===== config.mk =====
export PLATFORM = sky130hd
export DESIGN_NAME = plt_cell
export DESIGN_NICKNAME = d
export VERILOG_FILES = /design/src/hw/rtl/plt_pkg.sv /design/src/hw/rtl/plt_cell.sv
export SDC_FILE = /design/constraint.sdc
export NUM_CORES = 1
export LEC_CHECK = 0
export ABC_AREA = 1
export BUFFER_PORTS_ARGS = -buffer_cell sky130_fd_sc_hd__buf_4
export CAP_MARGIN = 20
export CELL_PAD_IN_SITES_DETAIL_PLACEMENT = 1
export CELL_PAD_IN_SITES_GLOBAL_PLACEMENT = 1
export CORE_ASPECT_RATIO = 1.1
export CORE_MARGIN = 2
export CORE_UTILIZATION = 34
export CTS_CLUSTER_DIAMETER = 50
export CTS_CLUSTER_SIZE = 16
export DETAILED_ROUTE_END_ITERATION = 8
export PLACE_DENSITY_LB_ADDON = 0.1
export SLEW_MARGIN = 25
export SYNTH_ARGS = -nofsm -noshare
export SYNTH_HDL_FRONTEND = slang
export SYNTH_SLANG_ARGS = --single-unit

===== constraint.sdc =====
create_clock -name clk -period 6.3 [get_ports clk]
set_input_delay 0.315 -clock clk [delete_from_list [all_inputs] [get_ports clk]]
set_output_delay 0.315 -clock clk [all_outputs]
set_load 0.005 [all_outputs]

===== src/hw/rtl/plt_pkg.sv =====
// shared constants, codes and types of the positional list table
`timescale 1ns / 1ps
`default_nettype none

package plt_pkg;

    localparam int CAPACITY = 64;
    localparam int HANDLE_W = 32;
    localparam int IDX_W    = 8;
    localparam int CMD_W    = 3;
    localparam int STATUS_W = 2;
    localparam int CNT_W    = $clog2(CAPACITY + 1);
    localparam int GROUP    = 8;
    localparam int NGROUP   = (CAPACITY + GROUP - 1) / GROUP;

    typedef enum logic [CMD_W-1:0] {
        CMD_GET    = 3'd0,
        CMD_SET    = 3'd1,
        CMD_INSERT = 3'd2,
        CMD_REMOVE = 3'd3,
        CMD_SWAP   = 3'd4
    } plt_cmd_t;

    typedef enum logic [STATUS_W-1:0] {
        ST_OK        = 2'd0,
        ST_BAD_INDEX = 2'd1,
        ST_FULL      = 2'd2
    } plt_status_t;

    typedef enum logic [2:0] {
        CELL_HOLD,
        CELL_SET,
        CELL_INSERT,
        CELL_REMOVE,
        CELL_SWAP
    } plt_cell_op_t;

    typedef enum logic [1:0] {
        S_IDLE,
        S_EXEC,
        S_TREE,
        S_FINISH
    } plt_state_t;

    typedef struct packed {
        plt_cell_op_t          op;
        logic                  capture;
        logic [IDX_W-1:0]      pos;
        logic [IDX_W-1:0]      opos;
        logic [HANDLE_W-1:0]   hin;
        logic [HANDLE_W-1:0]   swap_a;
        logic [HANDLE_W-1:0]   swap_b;
    } plt_ctl_t;

endpackage

`default_nettype wire


===== src/hw/rtl/plt_cell.sv =====
// one list cell: holds one entry, shifts with its neighbors, captures reads
`timescale 1ns / 1ps
`default_nettype none

module plt_cell
    import plt_pkg::*;
(
    input  wire logic                clk,
    input  wire logic [IDX_W-1:0]    idx,
    input  wire plt_ctl_t            ctl,
    input  wire logic [HANDLE_W-1:0] left,
    input  wire logic [HANDLE_W-1:0] right,
    output logic      [HANDLE_W-1:0] data,
    output logic      [HANDLE_W-1:0] cap_a,
    output logic      [HANDLE_W-1:0] cap_b
);

    logic [HANDLE_W-1:0] data_reg;
    logic [HANDLE_W-1:0] data_next;
    logic [HANDLE_W-1:0] cap_a_reg;
    logic [HANDLE_W-1:0] cap_a_next;
    logic [HANDLE_W-1:0] cap_b_reg;
    logic [HANDLE_W-1:0] cap_b_next;
    logic                hit_pos;
    logic                hit_opos;
    logic                above;

    assign hit_pos  = (idx == ctl.pos);
    assign hit_opos = (idx == ctl.opos);
    assign above    = (idx > ctl.pos);

    always_comb
    begin
        data_next = data_reg;
        case (ctl.op)
            CELL_SET:
            begin
                if (hit_pos)
                begin
                    data_next = ctl.hin;
                end
            end
            CELL_INSERT:
            begin
                if (hit_pos)
                begin
                    data_next = ctl.hin;
                end
                else if (above)
                begin
                    data_next = left;
                end
            end
            CELL_REMOVE:
            begin
                if (hit_pos || above)
                begin
                    data_next = right;
                end
            end
            CELL_SWAP:
            begin
                if (hit_pos)
                begin
                    data_next = ctl.swap_b;
                end
                else if (hit_opos)
                begin
                    data_next = ctl.swap_a;
                end
            end
            default:
            begin
                data_next = data_reg;
            end
        endcase
    end

    always_comb
    begin
        cap_a_next = cap_a_reg;
        cap_b_next = cap_b_reg;
        if (ctl.capture)
        begin
            cap_a_next = hit_pos  ? data_reg : '0;
            cap_b_next = hit_opos ? data_reg : '0;
        end
    end

    always_ff @(posedge clk)
    begin
        data_reg  <= data_next;
        cap_a_reg <= cap_a_next;
        cap_b_reg <= cap_b_next;
    end

    assign data  = data_reg;
    assign cap_a = cap_a_reg;
    assign cap_b = cap_b_reg;

endmodule

`default_nettype wire


After elaboration in Yosys (flattened, before gate mapping)
Cells that the tools add are included.

Bits in registers: 96. Bits in latches: 0. RAM bits: 0. Memory bits (read-only): 0. Input port bits: 189. Output and inout bits: 96. Word-level logic and storage cells: 24. Memories kept: 0.

$add $sub $neg: 0. Multipliers: 0. Divide/modulo/power cells: 0. $lt $le $gt $ge: 1. Equality and inequality tests: 10. Shifts and indexed selects: 0. Muxes and demuxes: 7. Bitwise logic cells: 0. Reductions and logical operators: 3.

Operators by type and width (number): $mux 32 (6); $pmux 32 s4 (1); $eq 8x8->1 (2); $gt 8x8->1 (1); $eq 3x2->1 const B (2); $ne 3x3->1 const B (2); $reduce_and 5->1 (1); $ne 2x2->1 const B (2); $reduce_bool 4->1 (1); $eq 3x1->1 const B (1); $eq 3x3->1 const B (1); $logic_or 1x1->1 (1).

Depth between registers and ports, before layout
Gate-level depths: netlist of run 1.

Depth after elaboration: 4. Gate-level depth with buffers: 11. Gate-level depth less buffers: 10.

Worst setup path before layout of run 1
No wires, ideal clock.

Path type: in2reg. Start: input ctl[107] (netlist bit). End: register data_reg[0] (netlist: data[0]), enable pin. Setup time: 0.421 ns. Arrival: 2.759 ns. Data required time: 5.879 ns. Path slack: 3.119 ns. Stages on the path: 10. Path buffers: 1. Cell sequence: inv_1 ha_1 nand2_1 nor2_4 nand2_4 buf_2 and2_1 nand2_1 nand2_1 nor2_1.

Longest elaborated chain between the ends: 4. Elaborated cells between the ends (all ways): 8. Classes of those cells: order compare: 1; eq/ne: 5; reduce/logical: 2.

Ends and longest elaborated chain: start: declaration (RTL line plt_cell.sv:10) `input wire plt_ctl_t ctl,`; $gt 8x8->1 / $eq 8x8->1 (equally long branches) (RTL line plt_cell.sv:30, plt_cell.sv:28); $logic_or 1x1->1 (RTL line plt_cell.sv:56) `if (hit_pos || above)`; $ne 2x2->1 (no line); $reduce_and 5->1 (no line) *; end signal: assignment (RTL line plt_cell.sv:92) `data_reg <= data_next;`; end: declaration (RTL line plt_cell.sv:18) `logic [HANDLE_W-1:0] data_reg;`.

Mark *: on every way between the ends. The rest lies on a longest branch, timed or not. A chain may end at the register's enable or synchronous reset.

Final worst setup path of run 1
Start: input idx[7]. End: register data_reg[18] (netlist: data[18]), enable pin.

Longest elaborated chain between the ends: 4. Elaborated cells between the ends (all ways): 9. Classes of those cells: order compare: 1; eq/ne: 6; reduce/logical: 2.

Ends and longest elaborated chain: start: declaration (RTL line plt_cell.sv:9) `input wire logic [IDX_W-1:0] idx,`; $gt 8x8->1 / $eq 8x8->1 (equally long branches) (RTL line plt_cell.sv:30, plt_cell.sv:28); $logic_or 1x1->1 (RTL line plt_cell.sv:56); $ne 2x2->1 (no line); $reduce_and 5->1 (no line) *.

Marked as above.

==> reports/qor.yml, run 1 <==
critical_path:
  reg2reg_depth: 2
  criticalPathCategory: "in -> reg"
  critical_path_arrival_ns: 2.91
  startpoint_type: "primary input"
  worst_setup_path_end_kind: "flip-flop"
  required_ns: 6.25
  crit_fanout: 62
power_and_ir_drop:
  power_frac_comb: 0.187
  sw_frac_of_total: 0.246
  power.leakage_nw: 4.05
  p_per_area_nw_per_um2: 198
  power_mw: 1.54
  irDropWorstVdd_v: 0.000148
  switchingPower_uw: 379
  seqPwrFrac: 0.499
  intPower_mw: 1.16
  p_clk_frac: 0.314
yosys:
  ys_warn_count: 0
  synth_top_family_by_area: "simple AND/OR/NAND/NOR gates"
  syn_inst: 587
  yosys.cell_types.count: 31
  yosysTopAreaCell: "edfxtp_1"
  synth-xor-area-share: 0.00833
  yosysMostFrequentCell: "inv_1"
  yosysTopAreaCellShare: 0.548
  synth-simple-area-share: 0.230
  async_flop_share: 0
  synthTopCellsByCount: "inv_1 (112), nand2_1 (103), edfxtp_1 (96), nor2_1 (69), nand3_1 (49)"
  muxShareOfSynthArea: 0
  syn_area_per_cell_um2: 8.96
  syn_area_um2: 5260
  syn-num-nets: 784
  synth-edff-count: 96
  netlist_top_cells_area: "edfxtp_1 (55%), inv_1 (8.0%), nand2_1 (7.4%)"
  synth-seq-cells: 96
  synth_ff_type: "edfxtp_1"
  synth_compound_area_frac: 0.0850
  synth_seq_area_share: 0.548
  synthAdderAreaFrac: 0.0190
cts:
  clkLatencyLatePin_ns: 0.33
  cts_max_level: 3
  cts_buffers: 9
  cts_resized: 0
  cts_setup_buffers: 0
  cts-root-buf: "clkbuf_16"
  clk_pin_slew_ns: 0.07
  clock_path_buffers: 2
  ctsHoldBuffers: 0
  clock_sinks: 96
  cts_tree: "yes"
placed_design:
  routabilityCongestion: 0.891
  portBuffers: 284
  dpl.hpwl_um: 15300
  place_area_um2: 7530
final_layout:
  stdcell_area_um2: 7790
  final_core_util: 0.515
  drive_gt1_frac: 0.376
  multi_input_area_um2: 1810
  fillers: 1809
  n_antenna_cell: 0
  ff_latch_area_um2: 2880
  area_delta_synth_final_pct: 48.1
  final_nets: 1054
routing:
  routedWlPerCell_um: 17.8
  detail_route.iter0.violations: 298
  ant_nets: 0
  viasPerCell: 4.78
  drcViolationCount: 0
  routed_wl_um: 18700
  vias: 5049
  drtPass1Iterations: 4
floorplan:
  rows: 47
  start_util: 0.348
  fp.dieH_um: 134
  core-area_um2: 15100
  die-area_um2: 16500
  die_w_um: 123
  io_pins: 285
worst_hold_path:
  min_path_cells: 3
  hold_path_class: "in -> reg"
sta:
  final-setup-viol-count: 0
  post-route-min-period_ns: 2.96
  finalCritPeriodShare: 0.469
  fin_setup_tns_ns: 0
  holdWs_ns: 0.278
  finalMaxSlewViolations: 0
  grt_setup_unrepaired: "no"
  hold_violations: 0
  fin_skew_ns: 0.00756
  slew_headroom: 0.405
  tightest_slew_ns: 0.890
  fmax_ghz: 0.338
global_route:
  grt_max_degree: 65
  grt_first_pass_wirelength_um: 28100
  grt-ovfl-total: 0
  globalRouteTotalUtil: 0.225
  grt_pass1_vias: 5270
  grt_antenna_before_repair: 0
run_status:
  outcome: "completed"
job:
  max_cap_violations: 0
-- layout by cell type (no fill, tap or decap), types with 2 or more instances in the layout --
| cell type | synthesis | final |
|---|---|---|
| buf_4 | 0 | 288 |
| inv_2 | 3 | 3 |
| inv_1 | 112 | 112 |
| o21ai_1 | 14 | 14 |
| nor2_4 | 2 | 3 |
| xnor2_1 | 5 | 5 |
| ha_1 | 8 | 8 |
| o211ai_2 | 8 | 8 |
| nand4_1 | 16 | 16 |
| nand3b_1 | 17 | 17 |
| clkinv_2 | 0 | 2 |
| nor2_1 | 69 | 68 |
| o211ai_1 | 8 | 8 |
| edfxtp_1 | 96 | 96 |
| nor2_2 | 2 | 2 |
| clkbuf_16 | 0 | 9 |
| nand2_1 | 103 | 103 |
| clkinvlp_4 | 0 | 2 |
| a21oi_1 | 18 | 18 |
| o21ai_0 | 19 | 19 |
| nand3_1 | 49 | 49 |
-- logic make-up after synthesis --
family          count (synthesis)
xor+xnor                        5
compound gates                 70
buf+inv                       144
fa+ha+maj                       8
flops                          96
simple gates                  264
-- routing by layer --
metal  up-vias  global-route usage  share of wire
li1       2454                   -              -
met1      2387               0.267           0.39
met2       192               0.416           0.53
met3        16              0.0442          0.059
met4         0              0.0530          0.015
met5         -                   0              0
-- final cells by class --
type | count | share of cell area
multi-input combinational | 347 | 0.232
tap | 196 | 0.0315
clock inverter | 5 | 0.00434
sequential | 96 | 0.370
timing repair buffer | 288 | 0.278
inverter | 115 | 0.0554
clock buffer | 9 | 0.0289
-- per-stage QoR --
step,setup WS [ns],cells
detailed placement,2.94,1042
global route,3.01,1056
CTS,3.29,1056
finish,3.34,1056
global placement,3.04,1042
floorplan,3.12,587
-- final timing paths --
check                          start                       to  slack, ns
hold / removal               ctl[64]        data[0]$_DFFE_PP_       0.28
setup reg to reg  data[10]$_DFFE_PP_  cap_b[10]$_SDFFCE_PP0P_       5.40
setup / recovery              idx[7]       data[18]$_DFFE_PP_       3.34
hold reg to reg   data[19]$_DFFE_PP_  cap_a[19]$_SDFFCE_PN0P_       0.61
-- power by group through the flow --
| stage | logic, mW | clock network [mW] | registers (mW) |
|---|---|---|---|
| global placement | 0.286 | 0 | 0.782 |
| finish | 0.288 | 0.483 | 0.769 |
| global route | 0.318 | 0.513 | 0.773 |
| floorplan | 0.0933 | 0 | 0.778 |
| detailed placement | 0.292 | 0 | 0.784 |
| CTS | 0.293 | 0.490 | 0.770 |
-- critical path: stages --
cell	delay [ns]
buf_4	0.12
ha_1	0.29
nand2_1	0.09
nor2_4	0.42
nand2_4	0.51
and2_1	0.31
nand2_1	0.06
nand2_1	0.08
nor2_4	0.69
Power figures use the tool's default switching activity.
==> run 2: changes to the inputs <==
Settings changed: CORE_UTILIZATION 34 to 29.
Clock period 6.3 ns to 2.6 ns, I/O delays scaled along.
==> run 2 against run 1 <==
Register-to-register slack got worse by 3.7 ns. Critical endpoint is now data[25]$_DFFE_PP_. Sequential share of layout area shrank 0.70 points. Die area rose by 17%. First-iteration DRC count is 14% lower. Clock power grew to 2.7 times the previous value.
==> reports/qor.yml, run 2 (same netlist as run 1, synthesis figures left out) <==
sta:
  fin_skew_ns: 0.00735  # -0.000206 ns
  final-setup-viol-count: 0  # unchanged
  post-route-min-period_ns: 1.76
  tightest_slew_ns: 0.805  # -0.0854 ns
  grt_setup_unrepaired: "no"
  fmax_ghz: 0.567
  finalCritPeriodShare: 0.679
  hold_violations: 0  # unchanged
  fin_setup_tns_ns: 0  # unchanged
  finalMaxSlewViolations: 0  # unchanged
  slew_headroom: 0.463  # +0.0584
power_and_ir_drop:
  p_clk_frac: 0.335  # +0.021
  irDropWorstVdd_v: 0.000237  # +60%
  sw_frac_of_total: 0.262  # +0.0163
  intPower_mw: 2.85  # +150%
  power.leakage_nw: 4.10  # +1.3%
  p_per_area_nw_per_um2: 487  # +150%
  power_mw: 3.87  # +150%
  seqPwrFrac: 0.483  # -0.016
  power_frac_comb: 0.182  # -0.005
  switchingPower_mw: 1.01  # +170%
cts:
  cts_buffers: 9  # unchanged
  ctsHoldBuffers: 0  # unchanged
  clkLatencyLatePin_ns: 0.35  # +0.02 ns
  cts_resized: 0  # unchanged
  clk_pin_slew_ns: 0.07  # about the same
  clock_path_buffers: 2  # unchanged
  cts_tree: "yes"
  cts_setup_buffers: 0  # unchanged
  clock_sinks: 96  # unchanged
  cts_max_level: 3  # unchanged
  cts-root-buf: "clkbuf_16"
placed_design:
  dpl.hpwl_um: 15800  # +3.0%
  portBuffers: 284  # unchanged
  dp.cells: 1089  # +4.5%
  routabilityCongestion: 0.882  # -1.0%
final_layout:
  area_delta_synth_final_pct: 51.0
  drive_gt1_frac: 0.381  # +0.00504
  final_core_util: 0.447  # -0.0678
  final_nets: 1059  # +0.47%
  layoutNonFillerInstCount: 1106  # +4.7%
  mostFrequentLayoutCell: "buf_4"
  fillers: 2151  # +19%
  layout_common_cells: "buf_4 (291), inv_1 (112), nand2_1 (103)"
critical_path:
  worst_setup_path_end_kind: "flip-flop"
  startpoint_type: "primary input"
  critical_path_arrival_ns: 1.96  # -0.95 ns
  criticalPathCategory: "in -> reg"
  required_ns: 2.80  # -3.45 ns
  crit_fanout: 28  # -55%
routing:
  routedWlPerCell_um: 18.0  # +1.3%
  viasPerCell: 4.60  # -3.8%
  ant_nets: 0  # unchanged
  detail_route.iter0.violations: 256  # -14%
  vias: 5089  # +0.79%
  drtPass1Iterations: 4  # unchanged
  routed_wl_um: 19900  # +6.1%
  drcViolationCount: 0  # unchanged
floorplan:
  start_util: 0.296  # -0.0515
  rows: 51  # +8.5%
  core-area_um2: 17700  # +17%
  die_w_um: 132  # +8.0%
  fp.dieH_um: 145  # +8.0%
  die-area_um2: 19200  # +17%
  io_pins: 285  # unchanged
global_route:
  grt_antenna_before_repair: 1  # +1
  grt_pass1_vias: 5590  # +6.1%
  grt_max_degree: 65  # unchanged
  grt-ovfl-total: 0  # unchanged
  grt_first_pass_wirelength_um: 30800  # +9.6%
  globalRouteTotalUtil: 0.207  # -0.0185
run_status:
  outcome: "completed"
worst_hold_path:
  hold_path_class: "in -> reg"
job:
  max_cap_violations: 0  # unchanged
## run 2: area by class of cell
class / count / area (um2) / area share
diodes: 1 / 2.50 / 0.000315
inverters: 115 / 432 / 0.0544
flip-flops and latches: 96 / 2880 / 0.363
clock buffers: 9 / 225 / 0.0284
well taps: 238 / 298 / 0.0375
multi-input cells: 347 / 1810 / 0.228
clock inverters: 7 / 61.3 / 0.00773
repair buffers: 293 / 2220 / 0.280
## run 2: power by group through the flow
stage          logic [mW]  registers, mW  clock network [mW]
2_1_floorplan       0.227           1.88                   0
3_3_place_gp        0.699           1.90                   0
3_5_place_dp        0.716           1.90                   0
4_1_cts             0.718           1.87                1.32
5_1_grt             0.777           1.88                1.37
6_report            0.706           1.87                1.29
## run 2: routing by layer
layer | GRT usage | share of wire | vias up
li1 | - | - | 2473
met1 | 0.244 | 0.40 | 2415
met2 | 0.366 | 0.51 | 179
met3 | 0.0475 | 0.066 | 22
met4 | 0.0720 | 0.022 | 0
met5 | 0 | 0 | -
## run 2: worst max-delay path, stage by stage
cell     delay [ns]
buf_4          0.12
ha_1           0.30
nand2_1        0.11
nor2_4         0.15
nand2_4        0.22
inv_2          0.36
nand2_2        0.11
o21ai_4        0.22
nand2_1        0.10
nand3_1        0.13
## run 2: final timing paths
check | start | endpoint | slack, ns | cells after the start
setup / recovery | idx[3] | data[25]$_DFFE_PP_ | 0.84 | 10
hold / removal | ctl[65] | data[1]$_DFFE_PP_ | 0.07 | 3
setup reg to reg | data[10]$_DFFE_PP_ | cap_a[10]$_SDFFCE_PN0P_ | 1.70 | 2
hold reg to reg | data[25]$_DFFE_PP_ | cap_a[25]$_SDFFCE_PN0P_ | 0.60 | 2
## run 2: through the flow
stage	cell area, um2	hold WS [ns]	worst slack [ns]
floorplan	5260	0.242	0.139
global placement	7650	0.429	0.540
detailed placement	7650	0.426	0.472
CTS	7930	0.0611	0.834
global route	7930	0.0851	0.661
finish	7940	0.0740	0.835
